**src/design/apc_pkg.sv**
```systemverilog
// Shared types and constants for the amicable pair checker.
// Used by every module of the block; depends on nothing else.
`default_nettype none

package apc_pkg;

  // Width of the input values.
  localparam int VALUE_BITS = 24;
  // Width of a trial divisor: it runs up to isqrt(x) + 1.
  localparam int DIV_BITS   = (VALUE_BITS + 1) / 2 + 1;
  // Width of the running divisor sum.
  localparam int SUM_BITS   = VALUE_BITS + 3;
  // Width of the reported candidate.
  localparam int CAND_BITS  = 27;
  // Width that holds an exact candidate and any value it is compared with.
  localparam int EXT_BITS   = (SUM_BITS + 1 > CAND_BITS) ? SUM_BITS + 1 : CAND_BITS;
  // Width of the divider step counter.
  localparam int CNT_BITS   = $clog2(VALUE_BITS + 1);

  localparam logic [CAND_BITS-1:0] CAND_MAX = {CAND_BITS{1'b1}};
  localparam logic [DIV_BITS-1:0]  FIRST_DIVISOR = DIV_BITS'(2);

  // Command codes.
  localparam logic CMD_PAIR     = 1'b0;
  localparam logic CMD_INTERVAL = 1'b1;

  // One request.
  typedef struct packed {
    logic                  cmd;
    logic [VALUE_BITS-1:0] first_value;
    logic [VALUE_BITS-1:0] second_value;
    logic [VALUE_BITS-1:0] low_bound;
    logic [VALUE_BITS-1:0] high_bound;
  } apc_req_t;

  // One result.
  typedef struct packed {
    logic                 verdict;
    logic [CAND_BITS-1:0] candidate_value;
  } apc_rsp_t;

  // Status of the shared divider.
  typedef struct packed {
    logic                  done;
    logic [VALUE_BITS-1:0] quotient;
    logic [DIV_BITS-1:0]   remainder;
  } apc_div_rsp_t;

endpackage

`default_nettype wire

```
**src/design/amicable_pair_checker_top.sv**
```systemverilog
// Top level of the amicable pair checker: command sequencing and result.
// Depends on apc_pkg and instantiates apc_divisor_sum.
//
// A request is taken when start is high and busy is low; busy then stays
// high until the result comes out, one request at a time. The result is on
// rsp for exactly one cycle, marked by done, and cannot be held off, so it
// must be captured in that cycle. The time per request is set by the single
// shared bit-serial divider, which runs one division for every trial
// divisor d = 2 .. isqrt(x) + 1 of an operand x. Command 0 runs this for
// both values, command 1 for the first one only, plus setup and result.
`default_nettype none

module amicable_pair_checker_top
  import apc_pkg::*;
(
  input  wire logic clk,
  input  wire logic rst,
  input  wire logic start,
  output logic      busy,
  input  apc_req_t  req,
  output logic      done,
  output apc_rsp_t  rsp
);

  typedef enum logic [1:0] {
    T_IDLE,
    T_SUM_A,
    T_SUM_B
  } state_t;

  state_t              state;
  apc_req_t            held;
  logic [EXT_BITS-1:0] first_cand;
  logic                sum_go;
  logic [VALUE_BITS-1:0] sum_value;
  logic                sum_finish;
  logic [SUM_BITS-1:0] sum_result;

  logic [EXT_BITS-1:0] cand_now;
  logic [EXT_BITS-1:0] a_ext;
  logic [EXT_BITS-1:0] b_ext;
  logic [EXT_BITS-1:0] lo_ext;
  logic [EXT_BITS-1:0] hi_ext;
  logic [CAND_BITS-1:0] cand_sat;

  apc_divisor_sum u_divisor_sum (
    .clk    (clk),
    .rst    (rst),
    .go     (sum_go),
    .value  (sum_value),
    .finish (sum_finish),
    .sum    (sum_result)
  );

  // Candidate of the operand just finished, and operands widened to match.
  always_comb begin
    cand_now = EXT_BITS'(sum_result) + EXT_BITS'(1);
    a_ext    = EXT_BITS'(held.first_value);
    b_ext    = EXT_BITS'(held.second_value);
    lo_ext   = EXT_BITS'(held.low_bound);
    hi_ext   = EXT_BITS'(held.high_bound);
    cand_sat = (first_cand > EXT_BITS'(CAND_MAX)) ? CAND_MAX
                                                  : first_cand[CAND_BITS-1:0];
  end

  // Command sequencer and registered result.
  always_ff @(posedge clk) begin
    if (rst) begin
      state  <= T_IDLE;
      sum_go <= 1'b0;
      done   <= 1'b0;
    end else begin
      sum_go <= 1'b0;
      done   <= 1'b0;
      case (state)
        T_IDLE: begin
          if (start) begin
            held      <= req;
            sum_value <= req.first_value;
            sum_go    <= 1'b1;
            state     <= T_SUM_A;
          end
        end
        T_SUM_A: begin
          if (sum_finish) begin
            first_cand <= cand_now;
            if (held.cmd == CMD_PAIR) begin
              sum_value <= held.second_value;
              sum_go    <= 1'b1;
              state     <= T_SUM_B;
            end else begin
              rsp.verdict         <= (cand_now >= lo_ext) && (cand_now <= hi_ext);
              rsp.candidate_value <= (cand_now > EXT_BITS'(CAND_MAX)) ? CAND_MAX
                                     : cand_now[CAND_BITS-1:0];
              done                <= 1'b1;
              state               <= T_IDLE;
            end
          end
        end
        T_SUM_B: begin
          if (sum_finish) begin
            rsp.verdict         <= (first_cand == b_ext) && (cand_now == a_ext);
            rsp.candidate_value <= cand_sat;
            done                <= 1'b1;
            state               <= T_IDLE;
          end
        end
        default: begin
          state <= T_IDLE;
        end
      endcase
    end
  end

  assign busy = (state != T_IDLE);

endmodule

`default_nettype wire

```
**src/design/apc_divider.sv**
```systemverilog
// Restoring divider, one quotient bit per cycle.
// Depends on apc_pkg for widths and the result struct.
`default_nettype none

module apc_divider
  import apc_pkg::*;
(
  input  wire logic                  clk,
  input  wire logic                  rst,
  input  wire logic                  start,
  input  wire logic [VALUE_BITS-1:0] dividend,
  input  wire logic [DIV_BITS-1:0]   divisor,
  output apc_div_rsp_t               status
);

  logic                  running;
  logic [CNT_BITS-1:0]   count;
  logic [VALUE_BITS-1:0] quot;
  logic [DIV_BITS-1:0]   rem;
  logic [DIV_BITS-1:0]   dsr;
  logic                  done;

  logic [DIV_BITS:0]     trial;
  logic [DIV_BITS:0]     diff;
  logic                  fits;

  // Bring down the next dividend bit and try the subtraction.
  always_comb begin
    trial = {rem, quot[VALUE_BITS-1]};
    diff  = trial - {1'b0, dsr};
    fits  = (trial >= {1'b0, dsr});
  end

  // Step sequencer and datapath registers.
  always_ff @(posedge clk) begin
    if (rst) begin
      running <= 1'b0;
      count   <= '0;
      done    <= 1'b0;
    end else begin
      done <= 1'b0;
      if (start) begin
        running <= 1'b1;
        count   <= CNT_BITS'(VALUE_BITS);
        quot    <= dividend;
        rem     <= '0;
        dsr     <= divisor;
      end else if (running) begin
        quot  <= {quot[VALUE_BITS-2:0], fits};
        rem   <= fits ? diff[DIV_BITS-1:0] : trial[DIV_BITS-1:0];
        count <= count - CNT_BITS'(1);
        if (count == CNT_BITS'(1)) begin
          running <= 1'b0;
          done    <= 1'b1;
        end
      end
    end
  end

  assign status.done      = done;
  assign status.quotient  = quot;
  assign status.remainder = rem;

endmodule

`default_nettype wire

```
**src/design/apc_divisor_sum.sv**
```systemverilog
// Trial division sequencer that forms the sum of the inner divisors of x.
// Depends on apc_pkg and drives one apc_divider.
`default_nettype none

module apc_divisor_sum
  import apc_pkg::*;
(
  input  wire logic                  clk,
  input  wire logic                  rst,
  input  wire logic                  go,
  input  wire logic [VALUE_BITS-1:0] value,
  output logic                       finish,
  output logic [SUM_BITS-1:0]        sum
);

  typedef enum logic [0:0] {
    S_IDLE,
    S_WAIT
  } state_t;

  state_t                state;
  logic [VALUE_BITS-1:0] x;
  logic [DIV_BITS-1:0]   trial_divisor;
  logic                  div_start;
  apc_div_rsp_t          div_status;

  logic                  past_root;
  logic [SUM_BITS-1:0]   add_q;
  logic [SUM_BITS-1:0]   sum_next;

  apc_divider u_divider (
    .clk      (clk),
    .rst      (rst),
    .start    (div_start),
    .dividend (x),
    .divisor  (trial_divisor),
    .status   (div_status)
  );

  // A quotient below the divisor means d * d > x, so the search is over.
  // A zero remainder adds d and its cofactor, the cofactor only if distinct.
  always_comb begin
    past_root = (div_status.quotient < VALUE_BITS'(trial_divisor));
    add_q     = (div_status.quotient != VALUE_BITS'(trial_divisor))
                ? SUM_BITS'(div_status.quotient) : '0;
    sum_next  = sum;
    if (div_status.remainder == '0) begin
      sum_next = sum + SUM_BITS'(trial_divisor) + add_q;
    end
  end

  // Sequencer: one division per trial divisor.
  always_ff @(posedge clk) begin
    if (rst) begin
      state         <= S_IDLE;
      finish        <= 1'b0;
      div_start     <= 1'b0;
      sum           <= '0;
      trial_divisor <= '0;
    end else begin
      finish    <= 1'b0;
      div_start <= 1'b0;
      case (state)
        S_IDLE: begin
          if (go) begin
            x             <= value;
            trial_divisor <= FIRST_DIVISOR;
            sum           <= '0;
            div_start     <= 1'b1;
            state         <= S_WAIT;
          end
        end
        S_WAIT: begin
          if (div_status.done) begin
            if (past_root) begin
              finish <= 1'b1;
              state  <= S_IDLE;
            end else begin
              sum           <= sum_next;
              trial_divisor <= trial_divisor + DIV_BITS'(1);
              div_start     <= 1'b1;
            end
          end
        end
        default: begin
          state <= S_IDLE;
        end
      endcase
    end
  end

endmodule

`default_nettype wire

```
**config.mk**
```make
export PLATFORM = sky130hd
export DESIGN_NAME = amicable_pair_checker_top
export DESIGN_NICKNAME = d
export VERILOG_FILES = /design/src/design/apc_pkg.sv /design/src/design/amicable_pair_checker_top.sv /design/src/design/apc_divider.sv /design/src/design/apc_divisor_sum.sv
export SDC_FILE = /design/constraint.sdc
export NUM_CORES = 1
export LEC_CHECK = 0
export ABC_AREA = 1
export BUFFER_PORTS_ARGS = -buffer_cell sky130_fd_sc_hd__clkbuf_2
export CAP_MARGIN = 5
export CORE_MARGIN = 1.5
export CORE_UTILIZATION = 38
export CTS_BUF_LIST = sky130_fd_sc_hd__clkbuf_4
export DETAILED_ROUTE_END_ITERATION = 10
export GPL_TIMING_DRIVEN = 0
export PLACE_DENSITY_LB_ADDON = 0.25
export SLEW_MARGIN = 15
export SYNTH_ARGS = -nofsm -noshare
export SYNTH_HDL_FRONTEND = slang
export SYNTH_SLANG_ARGS = --single-unit
export TNS_END_PERCENT = 100
```
**constraint.sdc**
```tcl
create_clock -name clk -period 6.5 [get_ports clk]
set_clock_uncertainty 0.15 [all_clocks]
set_input_delay 0.325 -clock clk [delete_from_list [all_inputs] [get_ports clk]]
set_output_delay 0.325 -clock clk [all_outputs]
set_load 0.05 [all_outputs]
```
; Word level (Yosys, flattened, before mapping)
; Index checks and enable logic that the tools add are counted.
; W data, S select, Z words.
[op_classes]
add_sub_neg = 6
order_cmp = 6
eq_ne = 15
muxes = 50
n_bitwise = 4
n_reduce_logical = 21
[op_table]
columns = cell, count
row1 = $mux W27, 6
row2 = $mux W24, 6
row3 = $mux W28, 3
row4 = $mux W13, 5
row5 = $eq A28 B24 Y1, 2
row6 = $gt A28 B27 Y1 const B, 2
row7 = $pmux W28 S2, 1
row8 = $pmux W27 S2, 1
row9 = $pmux W24 S2, 1
row10 = $add A27 B1 Y28 const B, 1
row11 = $ge A28 B24 Y1, 1
row12 = $le A28 B24 Y1, 1
row13 = $add A27 B13 Y27, 1
row14 = $add A27 B27 Y27, 1
row15 = $pmux W13 S2, 1
row16 = $lt A24 B13 Y1, 1
row17 = $ne A24 B13 Y1, 1
row18 = $mux W1, 15
row19 = $reduce_and A3 Y1, 5
row20 = $ge A14 B13 Y1, 1
row21 = $ne A2 B2 Y1 const B, 7
row22 = $add A13 B1 Y13 const B, 1
row23 = $logic_not A13 Y1, 1
row24 = $sub A13 B13 Y13, 1
row25 = other kinds (18), 36
[word_totals]
reg_bits = 305
out_inout_bits = 30
wordCells = 127

; Depth between registers and ports, before layout
; Gate-level depths: netlist (run 1).
[depth]
word_depth = 7
mapped_depth = 23
ltp_nobuf = 23

; Cells and area by module
; A second synthesis (run 1) with hierarchy kept.
[hier_totals]
hier_cells = 2180
hier_area_um2 = 18245.0
[modules_own_cells]
columns = module, n_inst, cells_each, area_each_um2
row1 = amicable_pair_checker_top, 1, 934, 9273.9
row2 = apc_divisor_sum, 1, 852, 5690.5
row3 = apc_divider, 1, 394, 3280.6

; Worst setup path after synthesis (run 1)
; OpenSTA, ideal clock, no wires.
[synth_timing]
path_kind = flip-flop to flip-flop
start = reg state[0]
end = reg sum_value[0] (enable)
setup_time_ps = 536
arrival_time_ps = 4960
t_required_ps = 5814
slack_ps = 854
stages_incl_launch_ff = 6
path_buffers = 0
synth_period_minus_slack_ps = 5646
path_cell_list = dfxtp_1 -> inv_1 -> ha_1 -> inv_1 -> nor2_1 -> a2111oi_0
[synth_between]
elab_chain_len = 3
word_cells_on_any_way = 7
classes_between = 4 x eq/ne / 3 x reduce/logical
[synth_lines]
columns = element, line_no
row1 = from (decl), amicable_pair_checker_top.sv:31  ; state_t state;
row2 = from (signal assigned), amicable_pair_checker_top.sv:69  ; state <= T_IDLE;
row3 = from (signal assigned), amicable_pair_checker_top.sv:81  ; state <= T_SUM_A;
row4 = from (signal assigned), amicable_pair_checker_top.sv:90  ; state <= T_SUM_B;
row5 = $eq A2 B1 Y1 / $logic_not A2 Y1 (equally long branches), amicable_pair_checker_top.sv:75  ; case (state)
row6 = "$ne A2 B2 Y1 (no line), or another cell as far along", -
row7 = $reduce_and A5 Y1 (no line) (*), -
row8 = to (signal assigned), amicable_pair_checker_top.sv:79  ; sum_value <= req.first_value;
row9 = to (signal assigned), amicable_pair_checker_top.sv:88  ; sum_value <= held.second_value;
row10 = to (decl), amicable_pair_checker_top.sv:35  ; logic [VALUE_BITS-1:0] sum_value;
; Every way passes the cells marked *; elsewhere a longest branch is shown, timed or not.
; A chain may end at the register's enable or synchronous reset.

; Worst setup path after layout (run 1)
[layout_timing]
start = reg u_divisor_sum.trial_divisor[5]
end = reg u_divisor_sum.sum[19]
[layout_between]
elab_chain_len = 7
word_cells_on_any_way = 11
classes_between = 2 x add/sub / 1 x order compare / 2 x eq/ne / 5 x mux / 1 x reduce/logical
[layout_lines]
columns = element, line_no
row1 = from (decl), apc_divisor_sum.sv:23  ; logic [DIV_BITS-1:0] trial_divisor;
row2 = from (signal assigned), apc_divisor_sum.sv:80  ; trial_divisor <= trial_divisor + DIV_BITS'(1);
row3 = "parallel branches: the longest is 7 deep, another holds $add A27 B13 Y27", -
row4 = to (signal assigned), apc_divisor_sum.sv:79  ; sum <= sum_next;
row5 = to (decl), apc_divisor_sum.sv:13  ; output logic [SUM_BITS-1:0] sum
; Parallel ways; which one is timed is not known. The select of a mux whose other input is x is not followed.

==> impl_summary.txt, run 1 <==
----------------------------------------------------
[Critical path]
  Cell family contributing the most delay on the critical path ... simple AND/OR/NAND/NOR gates
  Reg-to-reg setup timing slack ... 1.50 ns
  Slowest library cell on the worst path ... o21ai_0
  Buffer and inverter count on the worst path ... 3
  CP startpoint kind ... flop
  R2R depth ... 18
  Worst R2R End ... u_divisor_sum.sum[19]
  Kind of end point of the critical path ... flop
  Start-to-end type of the worst setup path ... reg2reg
  Critical path cell sequence ... inv_1, ha_1, nand4_1, nor4_1, nand2_1, inv_1, clkbuf_1, nor2_1, fa_1, ha_1, nand3_1, nand2_1, a21boi_0, o21ai_0, a21oi_1, or2_2, nand3_1, a21oi_1
  Crit-path max cell delay ... 0.58 ns
  Largest fanout on the critical path ... 10
  Data arrival time at the worst-slack endpoint ... around 5.5 ns
  WP data required ... 6.98 ns
  Startpoint of the worst register-to-register path ... u_divisor_sum.trial_divisor[5]

[Placed design]
  Detailed Place HPWL ... 36.0 mm
  Post-DP Area ... about 18000 um^2
  Placed insts ... between 2000 and 3000
  Routability Congestion ... 0.908
  Number of I/O port buffers ... 129

[Finish]
  Filler cell count ... 4028
  Post-layout nets ... around 2400
  Count of placed standard cells in the final layout, fillers left out ... 2813
  Area delta synth->final ... 24.7%
  Post-route design area ... 20900 um^2
  Ratio of cells with drive above 1 in the final layout ... 15.8%

[Synthesis]
  Fraction of synthesized cell area taken by the top area cell type ... 45.0%
  Seq/Total Area, Yosys ... 51.5%
  Netlist area before placement ... 16700 um^2
  Synth Register Bits ... 305
  Commonest cells post-synth ... 411 x nand2_1, 251 x edfxtp_1, 212 x inv_1
  Post-synth EDFFs ... 251
  Synthesized area per cell ... 9.35 um^2
  Dominant cell type by area after synthesis ... edfxtp_1
  Ranking of synthesized cells by area ... edfxtp_1 45%, nand2_1 9.2%, ha_1 8.7%
  Post-synth top flop ... edfxtp_1
  Synthesized Nets ... 2021
  Count of cell types in the netlist ... 50
  Count of mapped cells out of synthesis ... 1789
  Async set-reset flop share out of synthesis ... 0%
  Warning count from the yosys run ... 0
  Most common cell in the netlist ... nand2_1

[GRT]
  Number of global-route vias before repair ... 14400
  Aggregate global routing overflow ... 0
  Antenna violations before repair ... 1
  First-pass GRT wire length ... 75.7 mm
  Overall fraction of global-route tracks in use ... 22.1%
  Pin count of the biggest net entering global routing ... 34

[Detailed routing]
  Detailed-route DRC error count ... 0
  Final routed wirelength across all metal layers ... approximately 49 mm
  Via count of the routed design ... between 10000 and 15000
  Average routed wire per standard cell ... between 15 and 20 um
  Via-to-Cell Ratio ... between 4 and 5
  Initial DRT Pass Iterations ... 5
  Initial DRC count ... 720
  Post-DRT Antenna Nets ... 0

[Die]
  Number of placed I/O pins ... 130
  Die width ... 213 um
  Core footprint ... 43300 um^2
  Site row count ... 76
  Total Die Area ... about 45000 um^2
  Die outline height ... 213 um
  Initial Util ... 38.7%

[Pwr]
  Leakage power figure ... 8.84 nW
  Total design power ... 5.75 mW
  Worst vdd ir ... 0.215 mV
  Power density relative to cell area ... 276 nW/um^2

[Min path]
  Hold depth ... 2
  Worst hold start ... req[61]
  HP Class ... in2reg
  Hold-critical path endpoint ... b_ext[13]

[Clock network]
  Clk pin slew, worst setup/hold paths ... approximately 0.07 ns
  Bufs on Longest Clock Path ... 3
  Post-CTS Setup Repair Bufs ... 0
  Clock root buffer ... clkbuf_4
  Cts bufs inserted ... 84
  Total number of clock tree sinks ... 305
  Worst-Skew Late Latency ... 0.81 ns
  CTS tree ... yes
  Number of levels the H-tree was split into ... 3

[Timing]
  Worst Max-Slew Pin Slew ... 0.820 ns
  Setup total negative slack ... 0 ns
  RSZ-0062 raised after global routing ... false
  Count of final hold-check violations ... 0
  Worst slew margin relative to its limit ... 45.3%
  Final critical-path share of the clock period ... 76.8%
  Fmax ... 200 MHz
  Number of setup violations in the final report ... 0
  Period minus WS final ... 5.00 ns
  Total count of max-transition violations in the final report ... 0

[Outcome]
  Status ... finished clean

[Run]
  Max Cap Viol ... 0

----------------------------------------------------
-- per-layer routing --
metal  track usage (%)  share of wire, %
met4              11.3               4.2
met3              4.43               5.4
met5                 0                 0
met1              25.2                41
met2              39.0                50
-- how the worst max path moves through the flow --
stage,depth (start not counted),end,from,slack [ns]
final,18,u_divisor_sum.sum[19],u_divisor_sum.trial_divisor[5],1.50
after global routing,18,u_divisor_sum.sum[23],u_divisor_sum.trial_divisor[7],0.97
after CTS,18,u_divisor_sum.sum[19],u_divisor_sum.trial_divisor[5],1.48
after detailed placement,18,u_divisor_sum.sum[19],u_divisor_sum.trial_divisor[5],1.51
after global placement,4,held[27],rst,-1.39
after floorplan,5,sum_value[0],state[0],0.85
-- cells in the final DEF, fill, tap and decap left out, drive strengths merged, types with 44 or more instances in the layout --
cell / count
ha: 117
nor2: 157
edfxtp: 251
nand2: 419
inv: 219
o21ai: 69
a21oi: 134
nand3: 92
dfxtp: 54
clkbuf: 285
nor3: 44
dlygate4sd3: 138
-- cell families after synthesis --
group | Yosys count | share of synthesized area, %
simple gates | 775 | 20.1
fa+ha+maj | 132 | 10.5
compound gates | 247 | 8.24
buf+inv | 263 | 6.04
flops | 305 | 51.5
xor+xnor | 67 | 3.59
-- through the flow --
stage | hold WS [ns] | utilization [%] | setup slack (ns)
6_report | 0.0942 | 48.2 | 1.50
5_1_grt | 0.0259 | 48.2 | 0.973
4_1_cts | 0.000432 | 48.2 | 1.48
3_5_place_dp | 0.255 | 42.3 | 1.51
3_3_place_gp | 0.253 | 41.9 | -1.39
2_1_floorplan | 0.250 | - | 0.854
-- worst reg2reg max path, stage by stage (launching register included) --
cell and delay [ns]:
dfxtp_1 0.48, inv_1 0.15, ha_1 0.32, nand4_1 0.12
nor4_1 0.27, nand2_1 0.12, inv_1 0.11, clkbuf_1 0.39
nor2_1 0.11, fa_1 0.45, ha_1 0.40, nand3_1 0.10
nand2_1 0.21, a21boi_0 0.24, o21ai_0 0.58, a21oi_1 0.19
or2_2 0.31, nand3_1 0.08, a21oi_1 0.06
-- sequential cells by signal (all words and copies together) (netlist names), 24 cells and up --
name,flops
a_ext,24
b_ext,24
first_cand,28
held,49
rsp,28
sum_value,24
u_divisor_sum.sum,27
u_divisor_sum.u_divider.quot,24
u_divisor_sum.x,24
-- cell type report --
| cell class | count | area, um^2 | share of cell area, % |
|---|---|---|---|
| repair buffers | 283 | 2190 | 10.5 |
| multi-input cells | 1221 | 7150 | 34.3 |
| clock inverters | 28 | 209 | 1.00 |
| plain buffers | 44 | 188 | 0.899 |
| well taps | 585 | 732 | 3.51 |
| clock buffers | 127 | 953 | 4.57 |
| diodes | 1 | 2.50 | 0.0120 |
| flip-flops and latches | 305 | 8620 | 41.3 |
| inverters | 219 | 823 | 3.95 |
-- where the power goes --
part,total [mW],internal [mW],switching (mW),leakage (nW)
combinational,1.31,0.401,0.905,5.40
sequential,2.56,2.45,0.103,2.75
clock,1.89,1.02,0.867,0.685
total,5.75,3.87,1.87,8.84
-- what timing repair did --
item	4_1_cts	5_1_grt
hold endpoints to repair	160	0
resized for setup	0	0
hold buffers	138	0
Power figures use the tool's default switching activity.
==> run 2, diff against run 1 <==
--- a/config.mk
+++ b/config.mk
@@ -5,7 +5,7 @@
 export SDC_FILE = /design/constraint.sdc
 export NUM_CORES = 1
 export LEC_CHECK = 0
-export ABC_AREA = 1
+export ABC_AREA = 0
 export BUFFER_PORTS_ARGS = -buffer_cell sky130_fd_sc_hd__clkbuf_2
 export CAP_MARGIN = 5
 export CORE_MARGIN = 1.5
==> constraint.sdc (replaced) <==
create_clock -name clk -period 4 [get_ports clk]
set_clock_uncertainty 0.15 [all_clocks]
set_input_delay 0.2 -clock clk [delete_from_list [all_inputs] [get_ports clk]]
set_output_delay 0.2 -clock clk [all_outputs]
set_load 0.05 [all_outputs]
==> run 2 against run 1 <==
  * Sequential cell count stayed put
  * Synthesized cell count is 26% lower
  * The flow now finishes with violations (negative setup slack)
  * Sequential share of layout area fell by 1.1 points
  * Combinational power is 28% lower
  * Worst setup slack got worse by 2.6 ns
  * Highest routed layer unchanged
  * Critical path depth is 1 lower
  * Via count shrank 12%
  * Hold slack improved by 0.041 ns
==> impl_summary.txt, run 2 <==
----------------------------------------------------
[Pwr]
  Net load switching power ... 1.94 mW
  Total design power ... 7.55 mW
  Power density relative to cell area ... between 300 and 400 nW/um^2
  Clock share of power ... 38.5%
  Leakage power figure ... about 9 nW
  Switching part of the total power ... 25.7%
  Portion of total power attributed to sequential cells ... 48.9%
  Internal power contribution ... 5.61 mW
  Worst vdd ir ... 0.279 mV
  Combinational cell fraction of total power ... 12.6%

[Timing]
  Final hold slack ... 0.135 ns
  Worst Max-Slew Pin Slew ... 1.06 ns
  Worst slew margin relative to its limit ... around 29%
  Fmax ... 195 MHz
  Final critical-path share of the clock period ... 128%
  RSZ-0062 raised after global routing ... true
  Worst Setup Slack, final ... -1.13 ns
  Number of setup violations in the final report ... 23
  Count of final hold-check violations ... 0
  Period minus WS final ... 5.13 ns
  Setup total negative slack ... -17.21 ns
  Total count of max-transition violations in the final report ... 0

[Die]
  Number of placed I/O pins ... 130
  Initial Util ... 38.7%
  Site row count ... 74
  Die width ... 208 um
  Die outline height ... 208 um
  Core footprint ... 41000 um^2
  Total Die Area ... approximately 43000 um^2

[GRT]
  Antenna violations before repair ... 2
  Aggregate global routing overflow ... 0
  Pin count of the biggest net entering global routing ... 30
  Number of global-route vias before repair ... 13000
  Overall fraction of global-route tracks in use ... 21.0%
  First-pass GRT wire length ... ~70 mm

[Finish]
  Flip-flop count of the largest register, all copies and words added ... 49
  Core Util, Final ... 52.5%
  Largest register by flop count ... held
  Area delta synth->final ... 35.4%
  Count of placed standard cells in the final layout, fillers left out ... 2394
  Most frequent cells in the layout ... 251 x edfxtp_1, 196 x dlygate4sd3_1, 130 x clkbuf_2
  Post-layout nets ... 2034
  Ratio of cells with drive above 1 in the final layout ... 26.1%
  Leading cell type in the layout, fill and taps excluded ... edfxtp_1
  Regs by FF count ... held x49, first_cand x28, rsp x28

[Synthesis]
  Count of cell types in the netlist ... 67
  Simple-gate share of the synthesized area ... between 10% and 20%
  Synthesized Nets ... 1560
  Share of synthesized area spent on multiplexers ... 4.27%
  Synth Register Bits ... 305
  Ranking of synthesized cells by area ... edfxtp_1 47%, ha_1 9.2%, dfxtp_1 6.8%
  Synthesized area per cell ... 12.0 um^2
  Post-synthesis share of cell area spent on xor and xnor gates ... 6.31%
  Count of mapped cells out of synthesis ... 1328
  Post-synth top flop ... edfxtp_1
  Async set-reset flop share out of synthesis ... 0%
  Most common cell in the netlist ... edfxtp_1
  Seq/Total Area, Yosys ... 54.2%
  Share of the synthesized area in compound gates (AO/OA/AOI/OAI) ... 9.42%
  Area share of fa/ha/maj cells after synthesis ... 11.1%
  Warning count from the yosys run ... 0
  Commonest cells post-synth ... 251 x edfxtp_1, 117 x ha_1, 109 x inv_1
  Fraction of synthesized cell area taken by the top area cell type ... 47.4%
  Main combinational cell family by area after synthesis ... adder cells
  Netlist area before placement ... 15900 um^2
  Dominant cell type by area after synthesis ... edfxtp_1
  Post-synth EDFFs ... 251

[Critical path]
  Kind of end point of the critical path ... flop
  Reg-to-reg setup timing slack ... -1.13 ns
  CP startpoint kind ... flop
  WP data required ... 4.47 ns
  Cell family contributing the most delay on the critical path ... simple AND/OR/NAND/NOR gates
  Start-to-end type of the worst setup path ... reg2reg
  Slowest library cell on the worst path ... or4_4
  Worst R2R End ... u_divisor_sum.sum[24]
  Startpoint of the worst register-to-register path ... u_divisor_sum.u_divider.quot[11]
  Data arrival time at the worst-slack endpoint ... 5.61 ns
  Buffer and inverter count on the worst path ... 2
  Crit-path max cell delay ... 0.54 ns
  Largest fanout on the critical path ... 4
  Critical path cell sequence ... ha_4, nand3_4, or4_4, or4_4, buf_6, and2_4, fa_1, ha_1, a211o_1, a2111oi_4, o31a_1, buf_6, o2111ai_4, and3_4, a311oi_2, or4b_4, nand2_2
  R2R depth ... 17

[Placed design]
  Routability Congestion ... 0.883
  Detailed Place HPWL ... 30.7 mm
  Number of I/O port buffers ... 129
  Placed insts ... around 2000

[Detailed routing]
  Via count of the routed design ... 12200
  Average routed wire per standard cell ... approximately 19 um
  Initial DRC count ... 532
  Post-DRT Antenna Nets ... 0
  Initial DRT Pass Iterations ... 5
  Detailed-route DRC error count ... 0
  Final routed wirelength across all metal layers ... 45.1 mm
  Via-to-Cell Ratio ... about 5.1

[Min path]
  HP Class ... in2reg
  Worst hold start ... req[75]
  Hold depth ... 3
  Hold-critical path endpoint ... sum_value[3]

[Outcome]
  Violated checks ... negative setup slack
  Status ... finished, violations left

[Clock network]
  Clock root buffer ... clkbuf_4
  Total number of clock tree sinks ... 305
  Cts bufs inserted ... 84
  Clk pin slew, worst setup/hold paths ... 0.07 ns
  Worst-Skew Late Latency ... 0.78 ns
  CTS tree ... yes
  Bufs on Longest Clock Path ... 3
  Number of levels the H-tree was split into ... 3

[Run]
  Max Cap Viol ... 0

----------------------------------------------------
run 2: cell count changes after synthesis, moves of 15 or more:
cell / before / now
nor3_1: 43 / 24
inv_1: 212 / 109
mux2_2: 0 / 47
xnor2_1: 29 / 74
nand3_1: 89 / 37
mux2i_1: 0 / 15
a21o_1: 4 / 33
o21ai_0: 68 / 22
nand2_1: 411 / 59
a21oi_1: 125 / 77
nor2_1: 145 / 91
run 2: layer usage:
| layer | global-route usage (%) | up-vias | wire length [um] |
|---|---|---|---|
| li1 | - | 5882 | - |
| met1 | 24.4 | 5862 | 18400 |
| met4 | 10.3 | 0 | 1970 |
| met2 | 36.9 | 349 | 22500 |
| met5 | 0 | - | 0 |
| met3 | 4.16 | 111 | 2260 |
run 2: worst max-delay path by stage:
stage / from / endpoint / slack, ns / cells after the start
2_1_floorplan: u_divisor_sum.u_divider.quot[11] / u_divisor_sum.sum[24] / -0.65 / 16
3_3_place_gp: rst / held[45] / -1.39 / 4
3_5_place_dp: u_divisor_sum.sum[0] / rsp[27] / -1.28 / 13
4_1_cts: u_divisor_sum.u_divider.quot[11] / u_divisor_sum.sum[16] / -1.03 / 17
5_1_grt: u_divisor_sum.u_divider.quot[11] / u_divisor_sum.sum[24] / -1.27 / 16
6_report: u_divisor_sum.u_divider.quot[11] / u_divisor_sum.sum[24] / -1.13 / 17
run 2: power groups by stage:
stage / Sequential (mW) / Clock (mW) / Combinational, mW
floorplan: 3.80 / 0 / 0.426
global placement: 3.78 / 0 / 0.698
detailed placement: 3.76 / 0 / 0.748
CTS: 3.69 / 2.98 / 0.922
global route: 3.70 / 3.16 / 1.03
finish: 3.69 / 2.91 / 0.949
run 2: logic make-up after synthesis:
logic type	after synthesis
adder cells (fa/ha/maj)	132
buffers and inverters	157
multiplexers	62
XOR/XNOR	113
flip-flops	305
AND/OR/NAND/NOR	341
AO/OA/AOI/OAI	218
run 2: layout make-up:
type                            instances  area [um^2]
Fill cell                            3468        19500
Sequential cell                       305         8650
Multi-Input combinational cell        866         7300
Timing Repair Buffer                  388         3210
Clock buffer                          126          946
Tap cell                              532          666
Inverter                              109          409
Buffer                                 48          196
Clock inverter                         18          138
Antenna cell                            2         5.00
run 2: stage by stage:
| stage | setup WS [ns] | instance area [um^2] |
|---|---|---|
| global placement | -1.39 | 17300 |
| floorplan | -0.652 | 16000 |
| detailed placement | -1.28 | 17500 |
| finish | -1.13 | 21500 |
| CTS | -1.03 | 21100 |
| global route | -1.27 | 21500 |
run 2: tightest hold or removal path: cells and delay by family:
kind,cells,cell delay (ns)
buffers and inverters,2,0.64
muxes,1,0.14
run 2: repair_timing:
action                                  CTS  global route
buffers inserted                         27            27
hold endpoints to repair                167             0
endpoints found under the setup margin   24            26
hold buffers                            196             0
pin swaps                                37            46
resized for setup                        49            59
==> run 3, diff against run 2 <==
--- a/config.mk
+++ b/config.mk
@@ -9,7 +9,7 @@
 export BUFFER_PORTS_ARGS = -buffer_cell sky130_fd_sc_hd__clkbuf_2
 export CAP_MARGIN = 5
 export CORE_MARGIN = 1.5
-export CORE_UTILIZATION = 38
+export CORE_UTILIZATION = 35
 export CTS_BUF_LIST = sky130_fd_sc_hd__clkbuf_4
 export DETAILED_ROUTE_END_ITERATION = 10
 export GPL_TIMING_DRIVEN = 0
==> constraint.sdc (replaced) <==
create_clock -name clk -period 4.55 [get_ports clk]
set_clock_uncertainty 0.15 [all_clocks]
set_input_delay 0.2275 -clock clk [delete_from_list [all_inputs] [get_ports clk]]
set_output_delay 0.2275 -clock clk [all_outputs]
set_load 0.05 [all_outputs]
==> run 3 against run 2 <==
  * The run still ends with negative setup slack left
  * Die area is 8.4% higher
  * Non-clock buffer count is 29 lower
  * Cell count is 1.8% higher
  * Worst setup slack improved by 0.61 ns
  * Combinational power fell by 14%
  * Sequential power decreased by 12%
  * Critical path depth rose by 1
  * Register-to-register slack better by 0.61 ns
  * Largest power group unchanged
  * Highest routed layer unchanged
==> impl_summary.txt, run 3 (same netlist as run 2, synthesis figures left out) <==
----------------------------------------------------
[Die]
  Number of placed I/O pins ... 130
  Die outline height ... between 200 and 250 um
  Site row count ... 77
  Die width ... 216 um
  Core footprint ... 44500 um^2
  Initial Util ... 35.7%
  Total Die Area ... 46700 um^2

[Run]
  Max Cap Viol ... 0

[Detailed routing]
  Average routed wire per standard cell ... about 19 um
  Via count of the routed design ... 12100
  Initial DRC count ... 712
  Post-DRT Antenna Nets ... 0
  Initial DRT Pass Iterations ... 4
  Final routed wirelength across all metal layers ... roughly 45 mm
  Detailed-route DRC error count ... 0
  Via-to-Cell Ratio ... 4.96

[Finish]
  Area delta synth->final ... 33.1%
  Combined flip-flop and latch cell area ... 8630 um^2
  Count of placed standard cells in the final layout, fillers left out ... 2438
  Post-route design area ... 21200 um^2
  Largest register by flop count ... held
  Post-layout nets ... roughly 2000
  Ratio of cells with drive above 1 in the final layout ... between 20% and 30%
  Multi-input gate area in the final layout ... 7110 um^2
  Filler cell count ... 4031
  Regs by FF count ... held x49, first_cand x28, rsp x28
  Most frequent cells in the layout ... 251 x edfxtp_1, 196 x dlygate4sd3_1, 130 x clkbuf_2
  Core Util, Final ... a little under half
  Leading cell type in the layout, fill and taps excluded ... edfxtp_1
  Flip-flop count of the largest register, all copies and words added ... 49

[Pwr]
  Power density relative to cell area ... 311 nW/um^2
  Leakage power figure ... 8.55 nW
  Total design power ... between 6 and 7 mW
  Worst vdd ir ... roughly 0.27 mV

[Outcome]
  Status ... finished, violations left
  Violated checks ... negative setup slack

[Critical path]
  Cell family contributing the most delay on the critical path ... compound AO/OA/AOI/OAI gates
  Buffer and inverter count on the worst path ... 3
  Kind of end point of the critical path ... flop
  Critical path cell sequence ... ha_4, nand3_2, or4_4, or4_4, buf_8, buf_12, and2_4, fa_1, ha_4, a21o_1, a31o_2, nor3_2, a21oi_2, a41o_1, buf_6, a2111oi_4, o211ai_1, o31ai_1
  WP data required ... slightly above 5 ns
  Largest fanout on the critical path ... 4
  Data arrival time at the worst-slack endpoint ... 5.60 ns
  CP startpoint kind ... flop
  Slowest library cell on the worst path ... or4_4
  Start-to-end type of the worst setup path ... reg2reg
  Crit-path max cell delay ... 0.54 ns

[Clock network]
  Total number of clock tree sinks ... roughly 300
  Cts bufs inserted ... between 80 and 90
  Worst-Skew Late Latency ... 0.83 ns
  Clk pin slew, worst setup/hold paths ... 0.07 ns
  CTS tree ... yes
  Number of levels the H-tree was split into ... 3
  Bufs on Longest Clock Path ... 3
  Clock root buffer ... clkbuf_4

[Timing]
  Period minus WS final ... between 5 and 6 ns
  Worst Setup Slack, final ... -0.524 ns
  Setup total negative slack ... -5.06 ns
  Fmax ... between 150 and 200 MHz
  Final critical-path share of the clock period ... 112%
  Count of final hold-check violations ... 0
  Final hold slack ... 0.115 ns
  Number of setup violations in the final report ... 17
  Worst slew margin relative to its limit ... about a third
  Worst Max-Slew Pin Slew ... a little under 1 ns
  RSZ-0062 raised after global routing ... true
  Total count of max-transition violations in the final report ... 0

[GRT]
  Antenna violations before repair ... 2
  Aggregate global routing overflow ... 0
  Number of global-route vias before repair ... 12900
  Overall fraction of global-route tracks in use ... 19.6%
  Pin count of the biggest net entering global routing ... 32
  First-pass GRT wire length ... ~70 mm

[Placed design]
  Place WS ... -0.733 ns
  Number of I/O port buffers ... roughly 130
  Placed insts ... 2061
  Detailed Place HPWL ... 31.2 mm
  Post-DP Area ... 17600 um^2
  Routability Congestion ... 0.852

[Min path]
  HP Class ... in2reg

----------------------------------------------------
## run 3: changes by cell type in the layout (fill, tap and decap cells not counted), sizes merged
| cell | before | now |
|---|---|---|
| bufinv | 2 | 1 |
| buf | 68 | 39 |
| inv | 110 | 113 |
| clkinv | 14 | 35 |
| clkinvlp | 1 | 0 |
| clkbuf | 298 | 289 |
## run 3: what timing repair did
item / CTS / global route
gates resized for setup: 34 / 26
pin swaps: 23 / 16
hold buffers: 196 / 0
setup endpoints to repair: 19 / 20
gates cloned: 1 / 0
setup buffers: 15 / 6
hold endpoints to repair: 173 / 0
## run 3: layer usage
metal | global-route usage [%] | part of all wire, %
met1 | 23.7 | 43
met2 | 34.0 | 49
met3 | 4.11 | 4.8
met4 | 7.92 | 3.3
met5 | 0 | 0
## run 3: cell type report
| type | instances | area share [%] |
|---|---|---|
| flip-flops and latches | 305 | 40.8 |
| multi-input cells | 866 | 33.6 |
| repair buffers | 359 | 14.1 |
| clock buffers | 117 | 4.15 |
| well taps | 592 | 3.50 |
| inverters | 109 | 1.93 |
| clock inverters | 40 | 0.982 |
| plain buffers | 48 | 0.917 |
| diodes | 2 | 0.0237 |
## run 3: where the power goes
part           internal [mW]  total (mW)  leakage, nW  switching (mW)
clock                   1.27        2.52        0.649            1.25
sequential              3.18        3.25         2.76          0.0705
combinational          0.372       0.816         5.14           0.444
total                   4.82        6.59         8.55            1.77
## run 3: final timing paths
kind | start | to | slack (ns) | depth (start not counted)
worst max register to register | u_divisor_sum.u_divider.quot[6] | u_divisor_sum.sum[25] | -0.52 | 18
worst min register to register | sum_value[1] | u_divisor_sum.x[1] | 0.27 | 0
worst max-delay path | u_divisor_sum.u_divider.quot[6] | u_divisor_sum.sum[25] | -0.52 | 18
worst min-delay path | req[91] | sum_value[19] | 0.11 | 3
## run 3: worst reg2reg max path, stage by stage (launching register included)
cell       delay (ns)
edfxtp_1         0.49
ha_4             0.33
nand3_2          0.05
or4_4            0.54
or4_4            0.48
buf_8            0.16
buf_12           0.12
and2_4           0.15
fa_1             0.48
ha_4             0.28
a21o_1           0.19
a31o_2           0.27
nor3_2           0.13
a21oi_2          0.10
a41o_1           0.30
buf_6            0.15
a2111oi_4        0.37
o211ai_1         0.12
o31ai_1          0.09
